**src/rtl/core/ctd_pkg.sv**
```systemverilog
package ctd_pkg;

   localparam int SIZE_BITS = 32;
   localparam int LEN_BITS  = 32;

   localparam logic [7:0] NEWLINE_BYTE = 8'h0A;
   localparam logic [4:0] HEX_RADIX    = 5'd16;

   typedef enum logic [2:0] {
      PH_SIZE,
      PH_SIZE_LINE,
      PH_DATA,
      PH_DATA_LINE,
      PH_DONE,
      PH_ERROR
   } phase_type;

   typedef struct packed {
      logic       is_hex;
      logic [3:0] value;
   } hex_digit_type;

   function automatic hex_digit_type hex_decode(input logic [7:0] c);
      hex_digit_type d;
      d.is_hex = 1'b1;
      d.value  = 4'd0;
      if (c >= 8'h30 && c <= 8'h39) begin
         d.value = c[3:0];
      end else if ((c >= 8'h61 && c <= 8'h66) || (c >= 8'h41 && c <= 8'h46)) begin
         d.value = c[3:0] + 4'd9;
      end else begin
         d.is_hex = 1'b0;
      end
      return d;
   endfunction

endpackage

```
**src/rtl/core/ctd_req_if.sv**
```systemverilog
interface ctd_req_if;
   logic       valid;
   logic       ready;
   logic [7:0] in_byte;
   logic       last_byte;

   modport source (output valid, output in_byte, output last_byte, input ready);
   modport sink   (input valid, input in_byte, input last_byte, output ready);
endinterface

```
**src/rtl/core/ctd_rsp_if.sv**
```systemverilog
interface ctd_rsp_if;
   logic        valid;
   logic        ready;
   logic        data_valid;
   logic [7:0]  out_byte;
   logic        message_end;
   logic        status;
   logic [31:0] decoded_length;

   modport source (output valid, output data_valid, output out_byte, output message_end,
                   output status, output decoded_length, input ready);
   modport sink   (input valid, input data_valid, input out_byte, input message_end,
                   input status, input decoded_length, output ready);
endinterface

```
**src/rtl/core/chunked_transfer_decoder_top.sv**
```systemverilog
// Chunked transfer decoder. Feed the raw chunked message one byte per beat on
// req_ch, with last_byte set on its final byte; rsp_ch returns one beat per
// payload byte and one beat for the final byte, which carries message_end, the
// status (0 well formed, 1 malformed) and the running payload length. Bytes of
// size lines, line tails and anything after the zero-size chunk produce no
// beat. Each byte is decoded in the cycle it is accepted and its result lands
// in a single output register, so the block takes one byte every cycle; the
// only thing that holds req_ch.ready low is a result in that register that
// rsp_ch has not yet taken. Chunk sizes are hex, either case, and wrap modulo
// 2^SIZE_BITS. State returns to reset after every final byte.
module chunked_transfer_decoder_top (
   input  logic         clock,
   input  logic         reset,
   ctd_req_if.sink      req_ch,
   ctd_rsp_if.source    rsp_ch
);
   import ctd_pkg::*;

   // decoder state
   phase_type              phase_ff, phase_in;
   logic [SIZE_BITS-1:0]   chunk_count_ff, chunk_count_in;
   logic                   saw_digit_ff, saw_digit_in;
   logic [LEN_BITS-1:0]    payload_total_ff, payload_total_in;

   // output register
   logic                   rsp_valid_ff;
   logic                   data_valid_ff;
   logic [7:0]             out_byte_ff;
   logic                   message_end_ff;
   logic                   status_ff;
   logic [LEN_BITS-1:0]    decoded_length_ff;

   logic                   accept;
   logic                   emit;
   logic                   has_result;
   hex_digit_type          digit;

   // Take a new byte whenever the output register is empty or draining.
   assign req_ch.ready = !rsp_valid_ff || rsp_ch.ready;
   assign accept       = req_ch.valid && req_ch.ready;
   assign digit        = hex_decode(req_ch.in_byte);

   // Next state for the byte on the input.
   always_comb begin
      phase_in         = phase_ff;
      chunk_count_in   = chunk_count_ff;
      saw_digit_in     = saw_digit_ff;
      payload_total_in = payload_total_ff;
      case (phase_ff)
         PH_SIZE: begin
            if (digit.is_hex) begin
               // Shift in one hex digit; the top nibble falls off.
               chunk_count_in = {chunk_count_ff[SIZE_BITS-5:0], digit.value};
               saw_digit_in   = 1'b1;
            end else if (!saw_digit_ff) begin
               phase_in = PH_ERROR;
            end else if (req_ch.in_byte == NEWLINE_BYTE) begin
               phase_in = (chunk_count_ff == '0) ? PH_DONE : PH_DATA;
            end else begin
               phase_in = PH_SIZE_LINE;
            end
         end
         PH_SIZE_LINE: begin
            if (req_ch.in_byte == NEWLINE_BYTE) begin
               phase_in = (chunk_count_ff == '0) ? PH_DONE : PH_DATA;
            end
         end
         PH_DATA: begin
            payload_total_in = payload_total_ff + LEN_BITS'(1);
            chunk_count_in   = chunk_count_ff - SIZE_BITS'(1);
            if (chunk_count_ff == SIZE_BITS'(1)) begin
               phase_in = PH_DATA_LINE;
            end
         end
         PH_DATA_LINE: begin
            if (req_ch.in_byte == NEWLINE_BYTE) begin
               phase_in       = PH_SIZE;
               chunk_count_in = '0;
               saw_digit_in   = 1'b0;
            end
         end
         default: begin
         end
      endcase
   end

   // Result for the byte on the input.
   always_comb begin
      emit       = (phase_ff == PH_DATA);
      has_result = emit || req_ch.last_byte;
   end

   always_ff @(posedge clock) begin
      if (reset) begin
         phase_ff         <= PH_SIZE;
         chunk_count_ff   <= '0;
         saw_digit_ff     <= 1'b0;
         payload_total_ff <= '0;
      end else if (accept) begin
         if (req_ch.last_byte) begin
            // Drop all message state so the next byte opens a new message.
            phase_ff         <= PH_SIZE;
            chunk_count_ff   <= '0;
            saw_digit_ff     <= 1'b0;
            payload_total_ff <= '0;
         end else begin
            phase_ff         <= phase_in;
            chunk_count_ff   <= chunk_count_in;
            saw_digit_ff     <= saw_digit_in;
            payload_total_ff <= payload_total_in;
         end
      end
   end

   always_ff @(posedge clock) begin
      if (reset) begin
         rsp_valid_ff <= 1'b0;
      end else if (accept && has_result) begin
         rsp_valid_ff <= 1'b1;
      end else if (rsp_ch.ready) begin
         rsp_valid_ff <= 1'b0;
      end
   end

   // Load the result beat; hold it while rsp_ch stalls.
   always_ff @(posedge clock) begin
      if (accept && has_result) begin
         data_valid_ff     <= emit;
         out_byte_ff       <= emit ? req_ch.in_byte : 8'd0;
         message_end_ff    <= req_ch.last_byte;
         status_ff         <= req_ch.last_byte && (phase_in != PH_DONE);
         decoded_length_ff <= payload_total_in;
      end
   end

   assign rsp_ch.valid          = rsp_valid_ff;
   assign rsp_ch.data_valid     = data_valid_ff;
   assign rsp_ch.out_byte       = out_byte_ff;
   assign rsp_ch.message_end    = message_end_ff;
   assign rsp_ch.status         = status_ff;
   assign rsp_ch.decoded_length = decoded_length_ff;

endmodule
```
**src/flat_wrapper.sv**
```systemverilog
// flat-port wrapper written by rule: the top's interface ports become plain ports
module chunked_transfer_decoder_top_flat import ctd_pkg::*;
  (clock, reset, req_ch_valid, req_ch_in_byte, req_ch_last_byte, req_ch_ready, rsp_ch_valid, rsp_ch_data_valid, rsp_ch_out_byte, rsp_ch_message_end, rsp_ch_status, rsp_ch_decoded_length, rsp_ch_ready);
  ctd_req_if req_ch_i ();
  ctd_rsp_if rsp_ch_i ();
  input  logic clock;
  input  logic reset;
  input wire logic [$bits(req_ch_i.valid)-1:0] req_ch_valid;
  input wire logic [$bits(req_ch_i.in_byte)-1:0] req_ch_in_byte;
  input wire logic [$bits(req_ch_i.last_byte)-1:0] req_ch_last_byte;
  output wire logic [$bits(req_ch_i.ready)-1:0] req_ch_ready;
  output wire logic [$bits(rsp_ch_i.valid)-1:0] rsp_ch_valid;
  output wire logic [$bits(rsp_ch_i.data_valid)-1:0] rsp_ch_data_valid;
  output wire logic [$bits(rsp_ch_i.out_byte)-1:0] rsp_ch_out_byte;
  output wire logic [$bits(rsp_ch_i.message_end)-1:0] rsp_ch_message_end;
  output wire logic [$bits(rsp_ch_i.status)-1:0] rsp_ch_status;
  output wire logic [$bits(rsp_ch_i.decoded_length)-1:0] rsp_ch_decoded_length;
  input wire logic [$bits(rsp_ch_i.ready)-1:0] rsp_ch_ready;
  assign req_ch_i.valid = req_ch_valid;
  assign req_ch_i.in_byte = req_ch_in_byte;
  assign req_ch_i.last_byte = req_ch_last_byte;
  assign req_ch_ready = req_ch_i.ready;
  assign rsp_ch_valid = rsp_ch_i.valid;
  assign rsp_ch_data_valid = rsp_ch_i.data_valid;
  assign rsp_ch_out_byte = rsp_ch_i.out_byte;
  assign rsp_ch_message_end = rsp_ch_i.message_end;
  assign rsp_ch_status = rsp_ch_i.status;
  assign rsp_ch_decoded_length = rsp_ch_i.decoded_length;
  assign rsp_ch_i.ready = rsp_ch_ready;
  chunked_transfer_decoder_top u_core (.clock(clock), .reset(reset), .req_ch(req_ch_i), .rsp_ch(rsp_ch_i));
endmodule
```
**config.mk**
```make
export PLATFORM = sky130hd
export DESIGN_NAME = chunked_transfer_decoder_top_flat
export DESIGN_NICKNAME = d
export VERILOG_FILES = /design/src/rtl/core/ctd_pkg.sv /design/src/rtl/core/ctd_req_if.sv /design/src/rtl/core/ctd_rsp_if.sv /design/src/rtl/core/chunked_transfer_decoder_top.sv /design/src/flat_wrapper.sv
export SDC_FILE = /design/constraint.sdc
export NUM_CORES = 1
export LEC_CHECK = 0
export BUFFER_PORTS_ARGS = -buffer_cell sky130_fd_sc_hd__buf_2
export CELL_PAD_IN_SITES_DETAIL_PLACEMENT = 0
export CELL_PAD_IN_SITES_GLOBAL_PLACEMENT = 2
export CORE_ASPECT_RATIO = 0.8
export CORE_UTILIZATION = 37
export DETAILED_ROUTE_END_ITERATION = 10
export GPL_TIMING_DRIVEN = 0
export MAX_ROUTING_LAYER = met4
export PLACE_DENSITY = 0.79
export SLEW_MARGIN = 40
export SYNTH_ARGS = -nofsm -noshare
export SYNTH_HDL_FRONTEND = slang
export SYNTH_SLANG_ARGS = --single-unit
```
**constraint.sdc**
```tcl
create_clock -name clock -period 3.7 [get_ports clock]
set_clock_uncertainty 0.05 [all_clocks]
set_input_delay 0 -clock clock [delete_from_list [all_inputs] [get_ports clock]]
set_output_delay 0 -clock clock [all_outputs]
set_load 0.01 [all_outputs]
```
Word-level counts from Yosys, hierarchy flattened. Cells that the tools add are included.

Add/subtract/negate cells: 3. Magnitude comparators: 6. Equal/unequal tests: 8. Mux-type cells: 25. Reductions and logical operators: 17.

Operator list (number): 32-bit two-way mux (5); 32-bit one-hot mux with 3 select lines (1); 32-bit by 1-bit adder with 32-bit output, second input constant (1); 32-bit by 1-bit == test with 1-bit output, second input constant (1); 32-bit logical NOT (1); 32-bit by 1-bit subtractor with 32-bit output, second input constant (1); 3-bit two-way mux (8); 8-bit by 7-bit greater-or-equal comparator with 1-bit output, second input constant (2); 8-bit by 7-bit less-or-equal comparator with 1-bit output, second input constant (2); 3-bit one-hot mux with 4 select lines (1); 8-bit by 4-bit == test with 1-bit output, second input constant (1); 8-bit by 6-bit greater-or-equal comparator with 1-bit output, second input constant (1); 8-bit by 6-bit less-or-equal comparator with 1-bit output, second input constant (1); 4-bit two-way mux (2); 4-bit AND reduction (2); 1-bit two-way mux (7); 3-bit by 2-bit == test with 1-bit output, second input constant (2); 1-bit logical AND (6); 3-bit by 2-bit inequality test with 1-bit output, second input constant (2); 4-bit adder, second input constant (1); 4-bit nonzero test (1); 3-bit by 1-bit == test with 1-bit output, second input constant (1); 3-bit logical NOT (1); 1-bit logical OR (3); other kinds (5) (5).

Register bits: 112. Input port bits: 13. Output and inout bits: 45. Word-level logic and storage cells: 69.

Depth between registers and ports, before layout.
Depth after elaboration: 9. Gate-level depth with buffers: 10. Depth with buffers taken out: 8.

Least setup slack after synthesis. Ideal clock, no wire load.

Path kind: reg2reg. Start: reg u_core.phase_ff[0]. End: reg u_core.data_valid_ff (netlist: u_core.rsp_ch.data_valid), enable pin. Library setup time: 397 ps. Arrival: 2264 ps. Data required time: 3253 ps. Setup slack: 989 ps. Stages on the path, launching flop included: 8. Buffers on the path: 2. Clock period less this slack: 2711 ps. Cell sequence: dfxtp_1 > clkbuf_1 > nor2_1 > nand2_1 > inv_1 > clkbuf_1 > o21ai_0 > inv_1.

Cells in the longest elaborated chain, start to end: 3.

RTL lines: from (decl) (line chunked_transfer_decoder_top.sv:20) `phase_type phase_ff, phase_in;`; from (signal assigned) (line chunked_transfer_decoder_top.sv:107) `phase_ff <= phase_in;`; 3-bit by 2-bit == test with 1-bit output (line chunked_transfer_decoder_top.sv:89) `emit = (phase_ff == PH_DATA);`; 1-bit logical OR (line chunked_transfer_decoder_top.sv:90) `has_result = emit || req_ch.last_byte;`; 1-bit logical AND (line chunked_transfer_decoder_top.sv:127) `if (accept && has_result) begin`; to (signal assigned) (line chunked_transfer_decoder_top.sv:128) `data_valid_ff <= emit;`; to (decl) (line chunked_transfer_decoder_top.sv:27) `logic data_valid_ff;`.

No other way between the ends. A chain may end at the register's enable or synchronous reset.

Worst setup path in the final report. Ends and elaborated chain as after synthesis.

==> results.ini <==
[route]
final_routed_wire_length_divided_by_cell_count_um=19.3
finalWirelength_um=18400
vias=5550
first_pass_iteration_count_of_the_detailed_router=5
ant_nets=0
drt-vias-per-instance=5.82
post-route-drc-count=0
detailedRoute.firstIterationViolations=528

[yosys]
syn-mean-instance-area_um2=9.20
async_flop_share_pct=0
synthCells=660
yosysSeqAreaShare_pct=44.0
synth_fp_nets=681
synth-edff-count=43
total_standard_cell_area_after_synthesis_mm2=0.00607
synthFlopType=sky130_fd_sc_hd__dfxtp_1
synth_largest_area_cell=sky130_fd_sc_hd__dfxtp_1
netlist.area_leader.share_pct=22.7
yosysWarningCount=0
ys_types=65
ys_seq_elements=112
synth_area_leaders=sky130_fd_sc_hd__dfxtp_1 (23%), sky130_fd_sc_hd__edfxtp_1 (21%), sky130_fd_sc_hd__xnor2_1 (4.0%)

[place]
placed_cell_area_mm2=0.00663
placement.setup.worst_slack_ns=0.276
globalplace.congestion=0.847
dp_hpwl_um=12900
place.port_buffers=56

[final_layout]
final_cell_mix=sky130_fd_sc_hd__dfxtp_1 (69), sky130_fd_sc_hd__buf_2 (58), sky130_fd_sc_hd__nand2_1 (54), sky130_fd_sc_hd__nor2_1 (50), sky130_fd_sc_hd__a21oi_1 (44)
antennaDiodeCount=0
layout.nets=755
post-route-cell-area_mm2=0.00699
area_growth_pct=15.1
layout_commonest_cell=sky130_fd_sc_hd__dfxtp_1
layout-drive-gt1-share_pct=13.7

[job]
max_cap_violations=0

[clock_tree]
htreeDepth=3
cts_buffers=9
tritoncts=yes
clock-sinks=112
clkTransAtPathRegs_ns=0.08
cts-root-buf=sky130_fd_sc_hd__clkbuf_16
worst_skew_pair.late_latency_ns=0.37
post_cts.resized_instances=0
number_of_buffers_on_the_longest_clock_path=2

[worst_setup_path]
timing.critical_path.max_delay_family=buffers and inverters
timing_worst_setup_path_type=reg2reg
critPathLaunchType=flip-flop
cp_slowest_stage_delay_ns=0.54
crit_fanout=43
critical_path_arrival_ns=3.40
timing.critical_path.to_type=flip-flop
critical-path-slowest-cell=sky130_fd_sc_hd__clkbuf_1
crit_top_cell=sky130_fd_sc_hd__clkbuf_1
worstPathRequired_ns=3.66
timing.critical_path.buf_inv=4
critical_path.cell_chain=clkbuf_1, nor2_1, nand2_1, inv_1, clkbuf_1, o21ai_0, inv_4

[pwr]
vdd_drop_max_uv=206
power.density_cell_area_mw_per_mm2=384
power.static_leakage_nw=2.49
p_total_w=0.00269

[timing]
fin_setup_tns_ns=0
finalHoldWorstSlack_ns=0.0196
max_slew_margin_pct=45.0
portion_of_the_clock_cycle_consumed_by_the_worst_path_in_the_final_layout_pct=93.0
finalSetupViolations=0
number_of_slew_limit_violations_in_the_final_report=0
fin_ws_ns=0.261
count_of_final_hold_check_violations=0
final_period_minus_worst_setup_slack_ns=3.44
worst_slew_pin_slew_ns=0.819
max_freq_ghz=0.291
setup_repair_after_global_routing_missed_its_margin=false

[floorplanning]
initial_core_util_pct=38.2
pin_count=58
rows=41
standard_cell_core_area_mm2=0.0159
die_area_mm2=0.0169
die-width_um=145
die_height_um=117

[grt]
grt_antenna_before_repair=0
grt_remaining_overflow=0
pin_count_of_the_biggest_net_entering_global_routing=44
grt_pass1_vias=5044
first_pass_grt_wire_length_um=28500
all_layer_global_routing_usage_pct=22.6

[min_path]
hold_class=in2reg

[run_status]
outcome=finished, final reports clean

## final timing paths
kind | from | to | slack, ns | cells past startpoint
worst max-delay path | u_core.phase_ff[0] | u_core.rsp_ch.data_valid | 0.26 | 7
worst min-delay path | req_ch_in_byte[0] | u_core.rsp_ch.out_byte[0] | 0.02 | 3
worst max register to register | u_core.phase_ff[0] | u_core.rsp_ch.data_valid | 0.26 | 7
worst min register to register | u_core.chunk_count_ff[27] | u_core.chunk_count_ff[27] | 0.45 | 2
## metal layers
| layer | global-route usage [%] | wire length (um) | share of wire (%) |
|---|---|---|---|
| met1 | 32.3 | 9390 | 51 |
| met2 | 32.1 | 7630 | 42 |
| met3 | 4.88 | 1060 | 5.8 |
| met4 | 5.68 | 299 | 1.6 |
| met5 | - | 0 | 0 |
## state kept, by name, indices dropped and copies added, names as in the netlist
name and cells:
u_core.chunk_count_ff 32, u_core.saw_digit_ff 1, u_core.payload_total_ff 32, u_core.rsp_ch.out_byte 8
u_core.phase_ff 3, u_core.rsp_ch.status 1, u_core.rsp_ch.valid 1, u_core.rsp_ch.message_end 1
u_core.rsp_ch.decoded_length 32, u_core.rsp_ch.data_valid 1
## metrics by stage
| stage | utilization (%) | cells |
|---|---|---|
| floorplan | - | 660 |
| detailed placement | 41.7 | 931 |
| CTS | 43.9 | 954 |
| global route | 44.0 | 954 |
| finish | 44.0 | 954 |
| global placement | 41.6 | 931 |
## logic make-up (layout without fill, tap and decap cells)
group | Yosys count | in the layout | share of synthesized area [%]
compound gates | 192 | 192 | 21.3
buf+inv | 60 | 139 | 4.00
mux | 3 | 3 | 0.536
xor+xnor | 45 | 45 | 6.49
flops | 112 | 112 | 44.0
simple gates | 240 | 240 | 22.0
fa+ha+maj | 8 | 8 | 1.65
## where the power goes
group	total, W	leakage, nW	internal [W]	switching, W
Sequential	0.00132	0.958	0.00130	0.0000179
Combinational	0.000381	1.39	0.000131	0.000250
Clock	0.000985	0.141	0.000474	0.000511
Total	0.00269	2.49	0.00191	0.000779
## tightest hold or removal path: stages
cell                     delay (ns)
sky130_fd_sc_hd__buf_2         0.11
sky130_fd_sc_hd__inv_1         0.10
sky130_fd_sc_hd__nor2_1        0.11
## cell type report
cell class	instances	area (um^2)
Clock buffer	9	225
Multi-Input combinational cell	488	3160
Inverter	17	66.3
Timing Repair Buffer	63	350
Sequential cell	112	2670
Clock inverter	7	66.3
Tap cell	215	269
Fill cell	1594	8910
Buffer	43	179
## cells in the mapped netlist (all sizes together) (3+ instances only)
cell type  number
a211oi         11
a21o           10
a21oi          44
a222oi          5
a22o            4
a22oi          20
a311oi          3
a31oi          12
a32o            4
a32oi           4
and2            3
and3           10
and4            4
buf             5
clkbuf         38
dfxtp          69
edfxtp         43
ha              8
inv            17
nand2          54
nand2b          3
nand3          24
nand4          10
nor2           52
nor2b           4
nor3           21
nor3b           3
nor4           18
o21ai          41
o221a           3
o22ai           4
o31a            7
or2             6
or3            20
xnor2          28
xor2           17
## timing repair
item	in CTS	in global routing
buffers inserted	0	0
hold endpoints to repair	7	0
hold buffers	7	0
(Power assumes the default switching activity.)
